### src/hw/rtl/uer_pkg.sv
// Shared types, codes and constants for the ultrasonic echo ranger.
// No dependencies; every other file of the block imports this package.
package uer_pkg;

  localparam int CFG_W            = 16;
  localparam int TRIG_W           = 8;
  localparam int SINCE_W          = 17;
  localparam int DIST_W           = 19;
  localparam int CFG_IDX_W        = 4;
  localparam int COUNTER_BITS_DEF = 16;

  // 0.017 cm/us in Q8, scaled by 2^10
  localparam int                   DIST_MULT_W = 13;
  localparam logic [DIST_MULT_W-1:0] DIST_MULT = 13'd4456;
  localparam int                   DIST_SHIFT  = 10;

  localparam logic [CFG_W-1:0]  MIN_ECHO_RST      = 16'd116;
  localparam logic [CFG_W-1:0]  MAX_ECHO_RST      = 16'd23200;
  localparam logic [CFG_W-1:0]  TIMEOUT_EXTRA_RST = 16'd10000;
  localparam logic [TRIG_W-1:0] TRIGGER_WIDTH_RST = 8'd10;

  typedef enum logic [1:0] {
    ST_NONE    = 2'd0,
    ST_OK      = 2'd1,
    ST_RANGE   = 2'd2,
    ST_TIMEOUT = 2'd3
  } status_t;

  typedef enum logic [CFG_IDX_W-1:0] {
    REG_MIN_ECHO      = 4'd0,
    REG_MAX_ECHO      = 4'd1,
    REG_TIMEOUT_EXTRA = 4'd2,
    REG_TRIGGER_WIDTH = 4'd3
  } cfg_reg_t;

  typedef struct packed {
    logic [CFG_W-1:0]  min_echo;
    logic [CFG_W-1:0]  max_echo;
    logic [CFG_W-1:0]  timeout_extra;
    logic [TRIG_W-1:0] trigger_width;
  } cfg_t;

  typedef struct packed {
    logic              trig_level;
    logic              done_res;
    status_t           status;
    logic [DIST_W-1:0] distance_q8;
  } result_t;

endpackage

### src/hw/rtl/uer_fsm.sv
// Measurement sequencer: trigger, wait for echo, pulse width count, distance.
// Depends on uer_pkg; result is registered by the top level.
module uer_fsm import uer_pkg::*; #(
  parameter int COUNTER_BITS = COUNTER_BITS_DEF
) (
  input  logic    clk,
  input  logic    rst_n,
  input  logic    advance,
  input  logic    echo_level,
  input  logic    start_request,
  input  cfg_t    cfg,
  output result_t res
);

  localparam int CMP_W  = (COUNTER_BITS > CFG_W) ? COUNTER_BITS : CFG_W;
  localparam int PROD_W = CMP_W + DIST_MULT_W;

  typedef enum logic [3:0] {
    PH_IDLE = 4'b0001,
    PH_TRIG = 4'b0010,
    PH_WAIT = 4'b0100,
    PH_MEAS = 4'b1000
  } phase_t;

  phase_t                  phase_r, phase_nxt;
  logic [TRIG_W-1:0]       ticks_r, ticks_nxt;
  logic [SINCE_W-1:0]      since_r, since_nxt;
  logic [COUNTER_BITS-1:0] pulse_r, pulse_nxt;
  logic                    echo_prev_r;

  logic [TRIG_W-1:0]  tw;
  logic [TRIG_W-1:0]  ticks_inc;
  logic [SINCE_W-1:0] since_lim;
  logic [CMP_W-1:0]   pulse_ext;
  logic [PROD_W-1:0]  prod;
  logic               in_window;
  logic               finished;

  assign tw        = (cfg.trigger_width == '0) ? TRIG_W'(1) : cfg.trigger_width;
  assign ticks_inc = (ticks_r == '1) ? ticks_r : ticks_r + TRIG_W'(1);
  assign since_lim = SINCE_W'(cfg.max_echo) + SINCE_W'(cfg.timeout_extra);
  assign pulse_ext = CMP_W'(pulse_r);
  assign in_window = (pulse_ext >= CMP_W'(cfg.min_echo)) &&
                     (pulse_ext <= CMP_W'(cfg.max_echo));
  assign prod      = PROD_W'(pulse_ext) * PROD_W'(DIST_MULT);

  always_comb begin
    phase_nxt = phase_r;
    ticks_nxt = ticks_r;
    since_nxt = since_r;
    pulse_nxt = pulse_r;
    finished  = 1'b0;
    res       = '0;
    res.status = ST_NONE;
    case (phase_r)
      PH_IDLE: begin
        if (start_request) begin
          res.trig_level = 1'b1;
          ticks_nxt      = TRIG_W'(1);
          if (tw == TRIG_W'(1)) begin
            phase_nxt = PH_WAIT;
            since_nxt = '0;
          end else begin
            phase_nxt = PH_TRIG;
          end
        end
      end
      PH_TRIG: begin
        res.trig_level = 1'b1;
        ticks_nxt      = ticks_inc;
        if (ticks_inc >= tw) begin
          phase_nxt = PH_WAIT;
          since_nxt = '0;
        end
      end
      PH_WAIT, PH_MEAS: begin
        since_nxt = (since_r == '1) ? since_r : since_r + SINCE_W'(1);
        if (phase_r == PH_WAIT) begin
          if (echo_level && !echo_prev_r) begin
            phase_nxt = PH_MEAS;
            pulse_nxt = COUNTER_BITS'(1);
          end
        end else if (echo_level) begin
          pulse_nxt = (pulse_r == '1) ? pulse_r : pulse_r + COUNTER_BITS'(1);
        end else begin
          finished     = 1'b1;
          res.done_res = 1'b1;
          phase_nxt    = PH_IDLE;
          if (in_window) begin
            res.status      = ST_OK;
            res.distance_q8 = prod[DIST_SHIFT +: DIST_W];
          end else begin
            res.status = ST_RANGE;
          end
        end
        if (!finished && (since_nxt > since_lim)) begin
          res.done_res = 1'b1;
          res.status   = ST_TIMEOUT;
          phase_nxt    = PH_IDLE;
        end
      end
      default: phase_nxt = PH_IDLE;
    endcase
  end

  always_ff @(posedge clk) begin
    if (!rst_n) begin
      phase_r     <= PH_IDLE;
      ticks_r     <= '0;
      since_r     <= '0;
      pulse_r     <= '0;
      echo_prev_r <= 1'b0;
    end else if (advance) begin
      phase_r     <= phase_nxt;
      ticks_r     <= ticks_nxt;
      since_r     <= since_nxt;
      pulse_r     <= pulse_nxt;
      echo_prev_r <= echo_level;
    end
  end

endmodule

### config.mk
export PLATFORM = sky130hd
export DESIGN_NAME = uer_fsm
export DESIGN_NICKNAME = d
export VERILOG_FILES = /design/src/hw/rtl/uer_pkg.sv /design/src/hw/rtl/uer_fsm.sv
export SDC_FILE = /design/constraint.sdc
export NUM_CORES = 1
export LEC_CHECK = 0
export ABC_AREA = 1
export BUFFER_PORTS_ARGS = -buffer_cell sky130_fd_sc_hd__clkbuf_2
export CORE_UTILIZATION = 50
export DETAILED_ROUTE_END_ITERATION = 10
export PLACE_DENSITY = 0.69
export RECOVER_POWER = 100
export REMOVE_ABC_BUFFERS = 1
export SETUP_SLACK_MARGIN = 0.02
export SYNTH_ARGS = -nofsm -noshare
export SYNTH_HDL_FRONTEND = slang
export SYNTH_SLANG_ARGS = --single-unit
### constraint.sdc
create_clock -name clk -period 5.25 [get_ports clk]
set_input_delay 0.2625 -clock clk [delete_from_list [all_inputs] [get_ports clk]]
set_output_delay 0.2625 -clock clk [all_outputs]
set_load 0.05 [all_outputs]
==> results of run 1 <==
power by group through the flow:
stage               clock network (mW)  registers [mW]  logic [mW]
floorplan                            0           0.372       0.225
global placement                     0           0.374       0.306
detailed placement                   0           0.374       0.311
CTS                              0.333           0.366       0.313
global route                     0.345           0.367       0.349
finish                           0.330           0.366       0.305
final timing paths:
path / startpoint / end / slack (ns) / cells past startpoint
min: advance / echo_prev_r / 0.25 / 2
max: pulse_ext[8] / res[14] / 0.32 / 20
max reg2reg: ticks_r[1] / since_r[12] / 0.81 / 14
min reg2reg: since_r[15] / since_r[15] / 0.49 / 2
final cells by class:
type	instances	area [um^2]	area share, %
Tap cell	216	270	3.06
Inverter	201	756	8.56
Clock inverter	2	12.5	0.142
Timing Repair Buffer	92	474	5.37
Sequential cell	46	933	10.6
Clock buffer	6	139	1.57
Multi-Input combinational cell	910	6240	70.7
cells in the final DEF (no fill, tap or decap), types with 18 or more instances in the layout:
| cell type | count |
|---|---|
| o21ai_0 | 27 |
| ha_1 | 161 |
| nor2_1 | 94 |
| nor3_1 | 21 |
| nand2_1 | 262 |
| fa_1 | 34 |
| nand3_1 | 54 |
| clkbuf_2 | 71 |
| inv_1 | 198 |
| xor2_1 | 37 |
| xnor2_1 | 19 |
| a21oi_1 | 119 |
| nand4_1 | 18 |
| dfxtp_1 | 38 |
through the flow:
stage | cell area, um^2 | std cells | hold slack [ns] | utilization [%] | setup slack, ns
floorplan | 7980 | 1157 | 0.347 | - | 0.281
global placement | 8730 | 1465 | 0.473 | 55.2 | 0.430
CTS | 8890 | 1473 | 0.238 | 56.1 | 0.0873
finish | 8820 | 1473 | 0.245 | 55.7 | 0.322
global route | 8820 | 1473 | 0.255 | 55.7 | 0.0160
detailed placement | 8730 | 1465 | 0.480 | 55.2 | 0.422
per-layer routing:
metal,vias to the layer above,share of wire (%)
met5,-,0
met4,0,2.8
met3,33,3.3
met2,148,48
met1,3443,45
li1,3989,-
critical path, stage by stage (launching register included):
cell and delay [ns]:
dfxtp_1 0.43, ha_1 0.27, ha_1 0.28, inv_1 0.05
fa_1 0.47, inv_1 0.05, fa_1 0.55, inv_1 0.06
fa_1 0.51, inv_1 0.04, ha_1 0.36, a21oi_1 0.21
nor2_1 0.06, nor2_1 0.13, nand2_1 0.08, nand2_1 0.06
nand3_1 0.14, nand2_1 0.09, inv_1 0.04, nor3_1 0.16
buf_2 0.32
cells in the mapped netlist (2+ instances only):
cell type,n
o21ai_0,27
a21o_1,4
inv_1,197
nand3_1,52
nand3_4,2
nand3b_1,6
nand2_1,262
xnor2_1,19
a21oi_2,10
ha_1,161
buf_6,4
nand4_1,17
nor2_1,92
a21boi_0,3
nor3_1,19
dfxtp_1,46
a31oi_1,3
o21bai_1,9
nor3_2,3
inv_2,3
fa_1,34
nor2_4,4
xor2_1,37
nand3_2,2
buf_2,2
clkbuf_1,8
nand2_2,10
a21oi_1,113
a31o_2,2
nor4_1,5
o21a_1,4
sequential cells by signal (all words and copies together) (netlist names):
signal,count
phase_r,4
since_r,17
pulse_ext,16
ticks_r,8
echo_prev_r,1
timing repair:
action,in CTS,in global routing
hold endpoints to repair,0,0
setup buffers,0,0
gates resized for setup,0,21
endpoints found under the setup margin,0,13
cell families (layout without fill, tap and decap cells):
family	count (synthesis)	count (layout)	share of synthesized area, %
AND/OR/NAND/NOR	480	480	26.1
buffers and inverters	217	301	10.7
adder cells (fa/ha/maj)	195	195	33.3
AO/OA/AOI/OAI	178	178	12.3
XOR/XNOR	56	56	6.06
flip-flops	46	46	11.4
multiplexers	1	1	0.139
==> qor.csv, run 1 <==
stage;metric;value;unit
route;routedWlPerCell;13.5;um
power_and_ir_drop;finalPower;1.00;mW
logic_synthesis;yosys.area.top_type;ha_1;
logic_synthesis;async_flop_share;0;%
power_and_ir_drop;power.density;113;mW/mm^2
sta;slew_viol_final;0;
power_and_ir_drop;leakagePower;4.94;nW
place;io_buffers;83;
sta;rsz0062_at_grt;no;
die;initial_core_util;51.1;%
cts;cts_tree;built;
sta;max_slew_margin;13.2;%
outcome;outcome;complete, but fails checks;
critical_path;required;4.99;ns
global_route;track_usage;24.9;%
route;drt_wl_total;20.0;mm
logic_synthesis;syn-cell-area;0.00809;mm^2
hold_path;hp-class;in2reg;
cts;cts_max_level;2;
global_route;use_met1;30.1;%
global_route;antenna_found_initial;0;
logic_synthesis;ys_seq_area_share;11.4;%
critical_path;crit_arrival;4.67;ns
global_route;grt-ovfl-total;0;
power_and_ir_drop;pwr-share-clk;33.0;%
global_route;met2_usage;45.8;%
die;fp.dieArea;0.0167;mm^2
power_and_ir_drop;combinationalPowerShare;30.5;%
finish;fillerInstances;1593;
route;first_pass_iters;8;
sta;finalSetupTns;0;ns
logic_synthesis;synth_cell_type_count;44;
global_route;met3_usage;2.35;%
flow_run;max-cap-violations;0;
global_route;grt_pass1_wl;33.3;mm
global_route;grt_pass1_vias;7273;
cts;cts_buffers;5;
route;drtIter0Drc;395;
sta;worst_slew_pin_slew;1.30;ns
critical_path;cp-start-kind;register;
route;num_vias;7613;
die;dieHeight;129;um
power_and_ir_drop;intPower;0.654;mW
sta;period_share;93.9;%
logic_synthesis;synthCells;1173;
cts;root_buffer;clkbuf_16;
sta;min_period;4.93;ns
outcome;violations;design-rule violations;
cts;cts_buffer_depth;2;
critical_path;cp-end-kind;primary output;
cts;cts.sink_count;46;
finish;area_delta_synth_final;9.06;%
sta;setup_viol;0;
logic_synthesis;synth_edf_count;0;
critical_path;crit_type;reg2out;
power_and_ir_drop;switching_share;34.6;%
route;drt.antenna.violating_nets;0;
logic_synthesis;synth_top_area_share;24.9;%
finish;drive_gt1_share;10.1;%
die;rows;46;
logic_synthesis;synth.top_cells.by_area;ha_1 25%, nand2_1 12%, dfxtp_1 11%;
finish;antennaDiodeCount;0;
logic_synthesis;synth-seq-cells;46;
place;post-dp-hpwl;16.9;mm
global_route;grt_max_degree;21;
global_route;busiest_layer;met2;
route;avgViaCountPerCell;5.17;
power_and_ir_drop;p_seq_share;36.6;%
die;die_x;129;um
cts;clk_pin_slew;0.07;ns
cts;clk_latency;0.29;ns
power_and_ir_drop;switchingPower;0.346;mW
logic_synthesis;synth_top_flop_cell;dfxtp_1;
logic_synthesis;ys_warn_count;0;
power_and_ir_drop;vdd_drop_max;138;uV
sta;hold_viol_final;0;
logic_synthesis;synth.avg_cell_area;6.90;um^2
die;io-pin-count;84;
cts;ctsHoldBuffers;0;
finish;nets;1512;
route;drc;1;
place;gp_congestion;0.944;
critical_path;worstPathMaxFanout;5;
sta;max_freq;0.203;GHz
sta;skew;0.0100;ns
die;fp.coreArea;0.0158;mm^2
Power figures use the tool's default switching activity.
==> inputs of run 2 (changes only) <==
--- a/config.mk
+++ b/config.mk
@@ -5,11 +5,10 @@
 export SDC_FILE = /design/constraint.sdc
 export NUM_CORES = 1
 export LEC_CHECK = 0
-export ABC_AREA = 1
 export BUFFER_PORTS_ARGS = -buffer_cell sky130_fd_sc_hd__clkbuf_2
 export CORE_UTILIZATION = 50
 export DETAILED_ROUTE_END_ITERATION = 10
-export PLACE_DENSITY = 0.69
+export PLACE_DENSITY = 0.7
 export RECOVER_POWER = 100
 export REMOVE_ABC_BUFFERS = 1
 export SETUP_SLACK_MARGIN = 0.02
==> run 2 against run 1 <==
Compared with the run above:
- the flow finishes with violations (negative setup slack)
- register-to-register slack improved by 0.04 ns
- combinational power fell by 13%
- flip-flop and latch count did not move
- global-route usage fell by 1.4 points
- design area fell by 6.2%
- critical endpoint is now res[17]
==> qor.csv, run 2 <==
stage;metric;value;unit
sta;max_freq;0.188;GHz
power_and_ir_drop;switching_share;32.0;%
cts;cts.sink_count;46;
sta;fin_hold_ws;0.304;ns
critical_path;cp-end-kind;primary output;
finish;regMostFlops;since_r;
logic_synthesis;synth_top_flop_cell;dfxtp_1;
critical_path;cp.depth;18;
route;drc;0;
hold_path;hp-class;in2reg;
global_route;grt_pass1_wl;27.8;mm
critical_path;crit_family;adder cells;
die;die_x;121;um
global_route;grt_pass1_vias;5846;
route;first_pass_iters;7;
logic_synthesis;synth.top_cells.by_area;ha_1 28%, dfxtp_1 13%, fa_1 9.6%;
sta;period_share;101;%
cts;root_buffer;clkbuf_16;
sta;max_slew_margin;13.3;%
critical_path;cpPeakStageDelay;0.50;ns
critical_path;r2r_start;since_r[7];
finish;multiInputGateArea;0.00588;mm^2
cts;ctsHoldBuffers;0;
place;dpl_cell_area;0.00792;mm^2
sta;min_period;5.32;ns
finish;final-seq-area;943;um^2
die;initial_core_util;51.2;%
global_route;use_met1;34.9;%
logic_synthesis;yosys.area.top_type;ha_1;
sta;slew_viol_final;0;
flow_run;max-cap-violations;0;
sta;hold_viol_final;0;
critical_path;cp-start-kind;register;
finish;nets;1218;
sta;setup_viol;3;
critical_path;cp-endpoint;res[17];
logic_synthesis;async_flop_share;0;%
finish;drive_gt1_share;15.3;%
logic_synthesis;synth_top_area_share;28.3;%
route;avgViaCountPerCell;5.46;
sta;rsz0062_at_grt;yes;
finish;fillerInstances;1275;
cts;clk_latency;0.29;ns
power_and_ir_drop;p_seq_share;39.1;%
place;io_buffers;83;
power_and_ir_drop;power.density;112;mW/mm^2
critical_path;crit_buf_inv;5;
logic_synthesis;ys_seq_area_share;13.0;%
finish;layout_common_cells;149 x ha_1, 116 x inv_1, 76 x nor2_1;
global_route;track_usage;23.5;%
critical_path;r2r-end;phase_r[2];
sta;worst_slew_pin_slew;1.30;ns
critical_path;rr_worst_depth;16;
logic_synthesis;synth_cell_type_count;61;
place;gp_congestion;0.870;
critical_path;worstPathMaxFanout;4;
finish;area_delta_synth_final;16.5;%
logic_synthesis;ys_warn_count;0;
global_route;grt_max_degree;34;
logic_synthesis;yosys-top-cells-count;161 x ha_1, 117 x inv_1, 78 x nor2_1;
global_route;antenna_found_initial;0;
cts;cts_max_level;2;
logic_synthesis;syn-cell-area;0.00711;mm^2
outcome;outcome;complete, but fails checks;
critical_path;cp-startpoint;pulse_ext[7];
route;routedWlPerCell;14.7;um
critical_path;worst-r2r-setup-slack;0.85;ns
route;drtIter0Drc;264;
cts;clk_pin_slew;0.06;ns
die;fp.dieArea;0.0147;mm^2
power_and_ir_drop;switchingPower;0.298;mW
sta;setup_ws;-0.0680;ns
logic_synthesis;synth_edf_count;0;
logic_synthesis;synthCells;855;
route;num_vias;6237;
power_and_ir_drop;vdd_drop_max;145;uV
critical_path;critPathSlowestCell;fa_1;
finish;finish.instance_area;0.00828;mm^2
logic_synthesis;synth.avg_cell_area;8.31;um^2
power_and_ir_drop;pwr-share-clk;32.6;%
die;fp.coreArea;0.0139;mm^2
cts;cts_buffers;5;
finish;top_regs;since_r x17, pulse_ext x16, ticks_r x8;
place;post-dp-hpwl;13.8;mm
sta;skew;0.00620;ns
outcome;violations;negative setup slack;
critical_path;crit_arrival;5.06;ns
finish;antennaDiodeCount;0;
critical_path;required;4.99;ns
global_route;met2_usage;38.0;%
die;rows;43;
logic_synthesis;yosysMostFrequentCell;ha_1;
logic_synthesis;synth-seq-cells;46;
power_and_ir_drop;combinationalPowerShare;28.3;%
finish;largest_register_ffs;17;
critical_path;crit_type;reg2out;
global_route;met3_usage;1.74;%
global_route;grt-ovfl-total;0;
finish;mostFrequentLayoutCell;ha_1;
power_and_ir_drop;intPower;0.633;mW
route;drt.antenna.violating_nets;0;
cts;cts_tree;built;
place;dp_slack;0.0382;ns
critical_path;cp_cell_sequence;ha_4 -> ha_4 -> inv_2 -> fa_1 -> inv_1 -> fa_1 -> inv_1 -> fa_1 -> inv_1 -> ha_2 -> or3_4 -> o311a_4 -> a311o_1 -> o22a_2 -> a211o_1 -> nand2_1 -> nor3b_4 -> buf_12;
route;drt_wl_total;16.8;mm
cts;cts_buffer_depth;2;
die;dieHeight;121;um
power_and_ir_drop;leakagePower;4.46;nW
global_route;busiest_layer;met2;
die;io-pin-count;84;
sta;finalSetupTns;-0.147;ns
==> run 2: cell types whose count changed after synthesis, moves of 16 or more <==
cell,change
nand2_1,-227
inv_1,-80
a21oi_1,-77
nand3_1,-32
nor2b_1,+22
a21o_1,+16
==> run 2: layout make-up <==
| type | instances | share of cell area (%) |
|---|---|---|
| Multi-Input combinational cell | 682 | 71.0 |
| Clock inverter | 2 | 0.121 |
| Tap cell | 180 | 2.72 |
| Inverter | 117 | 5.30 |
| Sequential cell | 46 | 11.4 |
| Timing Repair Buffer | 110 | 7.96 |
| Clock buffer | 5 | 1.51 |
==> run 2: repair_timing <==
action / in CTS / in global routing
setup buffers: 3 / 1
cloned: 0 / 0
endpoints found under the setup margin: 9 / 9
pin swaps: 12 / 12
resized for setup: 26 / 25
==> run 2: how the worst min path moves through the flow <==
stage	startpoint	to	slack, ns	cells after the start
final	advance	phase_r[3]	0.30	3
after global routing	advance	phase_r[3]	0.32	3
after CTS	advance	phase_r[3]	0.30	3
after detailed placement	since_r[6]	since_r[6]	0.53	2
after global placement	since_r[11]	since_r[11]	0.52	2
after floorplan	rst_n	phase_r[0]	0.34	1
==> run 2: logic make-up after synthesis <==
| kind of cell | synth area share, % |
|---|---|
| flip-flops | 13.0 |
| multiplexers | 0.581 |
| AND/OR/NAND/NOR | 17.7 |
| buffers and inverters | 6.73 |
| adder cells (fa/ha/maj) | 37.9 |
| XOR/XNOR | 7.27 |
| AO/OA/AOI/OAI | 16.8 |
==> run 2: worst register-to-register path, cell delays in order, from the launching register on <==
cell	delay (ns)
dfxtp_1	0.38
and4_1	0.21
and4_1	0.25
and3_1	0.26
nor3_1	0.74
and2_1	0.29
xor2_1	0.11
ha_1	0.31
nand4_1	0.14
nor2_1	0.24
o21ai_0	0.12
a31oi_1	0.14
o21ai_0	0.09
clkbuf_1	0.19
a211oi_1	0.50
o211ai_1	0.17
o211a_1	0.15
==> run 2: power groups by stage <==
stage               Sequential, mW  Combinational, mW  Clock [mW]
floorplan                    0.371              0.182           0
global placement             0.373              0.259           0
detailed placement           0.373              0.261           0
CTS                          0.364              0.265       0.310
global route                 0.364              0.298       0.328
finish                       0.363              0.264       0.303
==> run 2: stage by stage <==
stage | std cells | util (%) | power [mW]
final | 1142 | 59.6 | 0.931
after global routing | 1142 | 59.6 | 0.990
after CTS | 1141 | 59.0 | 0.939
after detailed placement | 1131 | 57.0 | 0.634
after global placement | 1131 | 57.0 | 0.631
after floorplan | 845 | - | 0.553
==> run 2: layer usage <==
metal,up-vias,part of all wire [%]
li1,3214,-
met1,2895,52
met2,116,43
met3,12,3.8
met4,0,0.63
met5,-,0
